[config.mk]
export PLATFORM = sky130hd
export DESIGN_NAME = dbf_queue
export DESIGN_NICKNAME = d
export VERILOG_FILES = /design/src/rtl/dbf_pkg.sv /design/src/rtl/dbf_queue.sv
export SDC_FILE = /design/constraint.sdc
export NUM_CORES = 1
export LEC_CHECK = 0
export BUFFER_PORTS_ARGS = -buffer_cell sky130_fd_sc_hd__buf_2
export CORE_MARGIN = 5
export CORE_UTILIZATION = 50
export CTS_CLUSTER_DIAMETER = 80
export CTS_CLUSTER_SIZE = 40
export DETAILED_ROUTE_END_ITERATION = 10
export PLACE_DENSITY = 0.79
export SLEW_MARGIN = 20
export SYNTH_ARGS = -nofsm -noshare
export SYNTH_HDL_FRONTEND = slang
export SYNTH_SLANG_ARGS = --single-unit
[constraint.sdc]
create_clock -name clk_i -period 5.8 [get_ports clk_i]
set_clock_uncertainty 0.2 [all_clocks]
set_input_delay 0.58 -clock clk_i [delete_from_list [all_inputs] [get_ports clk_i]]
set_output_delay 0.58 -clock clk_i [all_outputs]
set_load 0.01 [all_outputs]
[src/rtl/dbf_pkg.sv]
package dbf_pkg;

  localparam int MAX_CLASSES = 256;
  localparam int CLS_W       = $clog2(MAX_CLASSES);

  localparam int MID_DEPTH  = 4;
  localparam int MID_PTR_W  = $clog2(MID_DEPTH);
  localparam int MID_CNT_W  = $clog2(MID_DEPTH + 2);

  localparam int OUT_DEPTH  = 4;
  localparam int OUT_PTR_W  = $clog2(OUT_DEPTH);
  localparam int OUT_CNT_W  = $clog2(OUT_DEPTH + 3);

  localparam logic signed [31:0] ONE_AND_HALF = 32'sh0001_8000;
  localparam logic [28:0]        ONE_PIXEL    = 29'h0001_0000;

  typedef enum logic [0:0] {
    OP_DETECT    = 1'b0,
    OP_THR_WRITE = 1'b1
  } opcode_e;

  typedef enum logic [1:0] {
    CFG_IMAGE_WIDTH  = 2'd0,
    CFG_IMAGE_HEIGHT = 2'd1,
    CFG_NUM_CLASSES  = 2'd2
  } cfg_index_e;

  typedef struct packed {
    logic [12:0] image_width;
    logic [12:0] image_height;
    logic [8:0]  num_classes;
  } cfg_t;

  // classified row waiting for the back end
  typedef struct packed {
    logic signed [31:0] x_min;
    logic signed [31:0] y_min;
    logic signed [31:0] x_max;
    logic signed [31:0] y_max;
    logic [15:0]        score;
    logic [CLS_W-1:0]   cls;
    logic               norm;
  } row_t;

  typedef struct packed {
    logic                 empty;
    logic [MID_CNT_W-1:0] count;
  } qstat_t;

endpackage

[src/rtl/dbf_queue.sv]
module dbf_queue (
  input  logic           clk_i,
  input  logic           rst_ni,
  input  logic           push_i,
  input  dbf_pkg::row_t  row_i,
  input  logic           pop_i,
  output dbf_pkg::row_t  row_o,
  output dbf_pkg::qstat_t status_o
);

  dbf_pkg::row_t                       entries_q [dbf_pkg::MID_DEPTH];
  logic [dbf_pkg::MID_PTR_W-1:0]       wr_ptr_q, wr_ptr_d;
  logic [dbf_pkg::MID_PTR_W-1:0]       rd_ptr_q, rd_ptr_d;
  logic [dbf_pkg::MID_CNT_W-1:0]       count_q, count_d;
  logic                                do_pop;

  assign do_pop = pop_i && (count_q != '0);

  always_comb begin
    wr_ptr_d = push_i ? wr_ptr_q + 1'b1 : wr_ptr_q;
    rd_ptr_d = do_pop ? rd_ptr_q + 1'b1 : rd_ptr_q;
    count_d  = count_q + dbf_pkg::MID_CNT_W'(push_i) - dbf_pkg::MID_CNT_W'(do_pop);
  end

  always_ff @(posedge clk_i or negedge rst_ni) begin
    if (!rst_ni) begin
      wr_ptr_q <= '0;
      rd_ptr_q <= '0;
      count_q  <= '0;
    end else begin
      wr_ptr_q <= wr_ptr_d;
      rd_ptr_q <= rd_ptr_d;
      count_q  <= count_d;
    end
  end

  always_ff @(posedge clk_i) begin
    if (push_i) begin
      entries_q[wr_ptr_q] <= row_i;
    end
  end

  assign row_o           = entries_q[rd_ptr_q];
  assign status_o.empty  = (count_q == '0);
  assign status_o.count  = count_q;

endmodule

-- After elaboration in Yosys (flattened, before gate mapping)
Memories as Yosys holds them, arrays and structs flattened.
Index checks and enable logic that the tools add are counted.
- flip-flop bits (word level): 7
- bits in latches: 0
- bits in writable memories: 612
- ROM bits: 0
- input bits: 157
- output and inout bits: 157
- logic and storage cells: 13
- memories: 1
- memory list (name ; words ; width ; rd ports ; clocked after memory_dff ; wr ports ; line ; text):
    entries_q ; 4 ; 153 ; 1 ; 0 ; 1 ; dbf_queue.sv:11 ; dbf_pkg::row_t entries_q [dbf_pkg::MID_DEPTH];
- $add $sub $neg: 4
- multipliers: 0
- div/mod/pow operators: 0
- magnitude comparators: 0
- equal/unequal tests: 0
- shift operators: 0
- multiplexer cells: 2
- bitwise operators: 0
- reductions and logical operators: 3
- operators with widths (cell ; number):
    $add A2 B1 Y2 const B ; 2
    $add A3 B1 Y3 ; 1
    $logic_not A3 Y1 ; 1
    $reduce_bool A3 Y1 ; 1
    $sub A3 B1 Y3 ; 1
    $mux W1 ; 2
    $logic_and A1 B1 Y1 ; 1

-- Depth between registers and ports, before layout
- word-level depth: 3
- mapped depth: 9
- mapped depth without buffers: 9

-- Least setup slack after synthesis
Ideal clock, no wire load.
- kind: register -> register
- from: reg wr_ptr_q[0] in the netlist's numbering
- to: mem entries_q[0][0] in the netlist's numbering, enable pin
- library setup time: 0.530 ns
- data arrival time: 4.118 ns
- data required time: 5.070 ns
- path slack: 0.952 ns
- stages on the path, launching flop included: 4
- buffers on the path: 0
- period minus slack after synthesis: 4.848 ns
- cell sequence: dfrtp_1 > inv_1 > ha_1 > and2_1
- RTL lines (element ; line ; text):
    start: declaration ; dbf_queue.sv:12 ; logic [dbf_pkg::MID_PTR_W-1:0] wr_ptr_q, wr_ptr_d;
    start signal: assignment ; dbf_queue.sv:31 ; wr_ptr_q <= wr_ptr_d;
    end: declaration ; dbf_queue.sv:11 ;
Straight into the memory's write port.

==> results.sh <==
export IMPL_crit_type="reg2out"
export IMPL_worst_pin_slew_ps=914.8
export IMPL_route_detailed_drc=0
export IMPL_grt_max_degree=85
export IMPL_fin_nets=1462
export IMPL_antenna_found_initial=2
export IMPL_fin_crit_sh=0.6339
export IMPL_critPathCaptureType="primary output"
export IMPL_worst_path_max_delay_cell="dfrtp_4"
export IMPL_use_met3=0.04449
export IMPL_finalCriticalPeriod_ps=3676
export IMPL_finalSetupViolCount=0
export IMPL_use_met1=0.2276
export IMPL_cts_made_buffers=26
export IMPL_route_antenna_remaining_nets=0
export IMPL_die_area_sq_um=49280
export IMPL_synth_seq_cells=619
export IMPL_worstPathArrival_ps=2900
export IMPL_syn_inst=834
export IMPL_area_growth_pct=20.83
export IMPL_pin_count=314
export IMPL_run_status="finished, final reports clean"
export IMPL_io_buffers=313
export IMPL_first_iter_violations=838
export IMPL_cts_tree="built"
export IMPL_top_usage_layer="met2"
export IMPL_avgSynthCellArea_sq_um=26.94
export IMPL_path_max_fanout=59
export IMPL_hold_viol=0
export IMPL_insertion_delay_ps=600
export IMPL_cts_num_sinks=619
export IMPL_clkSlewWorstSetupHoldPaths_ps=120
export IMPL_grt_pass1_wl_um=67700
export IMPL_grt_overflow=0
export IMPL_rsz0062_at_grt="false"
export IMPL_max_slew_margin_rel=0.3901
export IMPL_post_cts_resized=0
export IMPL_htree_num_levels=1
export IMPL_hold_ws_ps=44.87
export IMPL_ys_types=18
export IMPL_die_h_um=222.0
export IMPL_p_leak_nw=9.192
export IMPL_postCtsSetupRepairBufs=0
export IMPL_place_ws_ps=2675
export IMPL_fillCellCount=2976
export IMPL_ir_drop_v=0.0003710
export IMPL_coreArea_sq_um=44320
export IMPL_setup_slack_ps=2124
export IMPL_vias=10341
export IMPL_required_ps=5020
export IMPL_place_congestion=0.7282
export IMPL_dp_hpwl_um=25960
export IMPL_gr_usage_all_layers=0.1760
export IMPL_yosysWarnings=0
export IMPL_row_count=77
export IMPL_clock_root_buffer="clkbuf_16"
export IMPL_start_kind="flop"
export IMPL_routed_wl_um=43830
export IMPL_slew_viol_final=0
export IMPL_clock_path_buffers=3
export IMPL_hold_class="in2reg"
export IMPL_synth_nets=998
export IMPL_wire_per_inst_um=22.94
export IMPL_initial_core_util=0.5070
export IMPL_finalSetupTns_ps=0
export IMPL_netlist_area_sq_um=22470
export IMPL_drv_cap=0
export IMPL_fmaxAchievable_mhz=272.0
export IMPL_path_cells="buf_12 > mux4_2 > buf_2"
export IMPL_dr_pass1_iters=5
export IMPL_drive_gt1_frac=0.4029
export IMPL_max_stage_delay_ps=980
export IMPL_power_per_cell_area_nw_per_um2=457.9
export IMPL_yosysSeqAreaShare=0.8258
export IMPL_die_w_um=222.0
export IMPL_grt_pass1_vias=11164
export IMPL_vias_per_cell=5.411
export IMPL_use_met2=0.3081
[worst max-delay path, delay by kind of cell, from the launching register on]
kind                   cells  cell delay (ps)
buffers and inverters      2              630
flip-flops                 1              980
multiplexers               1              580
[logic make-up (layout without fill, tap and decap cells)]
logic type	count (synthesis)	after routing	share of synthesized area
xor gates and xnor gates	5	5	0.001949
AOI/OAI and AO/OA	3	3	0.0009467
adders and majority gates	7	7	0.004232
and+or+nand+nor	6	6	0.001503
other	0	1	0
buffers and inverters	41	525	0.01225
DFF	619	619	0.8258
muxes	153	153	0.1534
[report_power, final]
part | leakage (nW) | switching (W) | total [W] | internal (W)
sequential | 5.70 | 0.000359 | 0.00620 | 0.00584
combinational | 3.03 | 0.00204 | 0.00383 | 0.00180
clock | 0.465 | 0.00141 | 0.00240 | 0.000992
[flip-flops by register name, summed over array words and instances (netlist names)]
register	flops
count_q	3
entries_q	612
wr_ptr_q	2
rd_ptr_q	2
[cells in the final DEF, fill, tap and decap left out, drive strengths merged, types with 4 or more instances in the layout]
cell type / Yosys / routed
dlygate4sd3: 0 / 144
buf: 33 / 326
and2: 4 / 4
ha: 6 / 6
clkinv: 0 / 9
mux4: 153 / 153
dfrtp: 7 / 7
inv: 7 / 15
clkbuf: 1 / 29
xnor2: 4 / 4
edfxtp: 612 / 612
[final cells by class]
type / count / area [sq um] / area share
Sequential cell: 619 / 18560 / 0.6837
Multi-Input combinational cell: 174 / 3650 / 0.1344
Timing Repair Buffer: 470 / 3193 / 0.1176
Tap cell: 592 / 740.7 / 0.02728
Clock buffer: 29 / 683.2 / 0.02516
Clock inverter: 19 / 291.5 / 0.01074
Inverter: 7 / 26.28 / 0.0009679
Antenna cell: 1 / 2.502 / 0.00009218
[timing repair]
| action | CTS | global route |
|---|---|---|
| endpoints found under the hold margin | 570 | 2 |
| endpoints found under the setup margin | 0 | 0 |
| hold buffers | 143 | 1 |
[per-layer routing]
metal / vias up / part of all wire
met1: 5456 / 0.38
met4: 2 / 0.021
li1: 4521 / -
met3: 51 / 0.065
met2: 311 / 0.53
met5: - / 0.00030
[cell usage after synthesis, drive strengths merged]
cell type | n | share of area
edfxtp | 612 | 0.82
mux4 | 153 | 0.15
buf | 33 | 0.011
dfrtp | 7 | 0.0078
inv | 7 | 0.0012
ha | 6 | 0.0033
and2 | 4 | 0.0011
xnor2 | 4 | 0.0016
clkbuf | 1 | 0.00017
fa | 1 | 0.00089
nand2 | 1 | 0.00017
nor3 | 1 | 0.00022
o21ai | 1 | 0.00022
o311ai | 1 | 0.00039
o31ai | 1 | 0.00033
xor2 | 1 | 0.00039
[final timing paths]
| kind | startpoint | end | slack, ps | cells past startpoint |
|---|---|---|---|---|
| max | rd_ptr_q[0] | row_o[107] | 2120 | 3 |
| min | row_i[44] | entries_q[0][44] | 40 | 1 |
| max reg2reg | count_q[1] | count_q[2] | 3360 | 9 |
| min reg2reg | wr_ptr_q[0] | wr_ptr_q[0] | 380 | 1 |
| max in group asynchronous | rst_ni | wr_ptr_q[0] | 5040 | 2 |
| min in group asynchronous | rst_ni | wr_ptr_q[1] | 170 | 2 |
[through the flow]
step,cells,instance area (sq um),total power [W],utilization
global placement,1718,24730,0.01005,0.5580
detailed placement,1718,24730,0.01013,0.5580
CTS,1909,27130,0.01259,0.6123
finish,1911,27150,0.01243,0.6126
floorplan,834,22470,0.008768,-
global route,1911,27150,0.01304,0.6126
No activity file was read; power rests on OpenSTA's default activity.
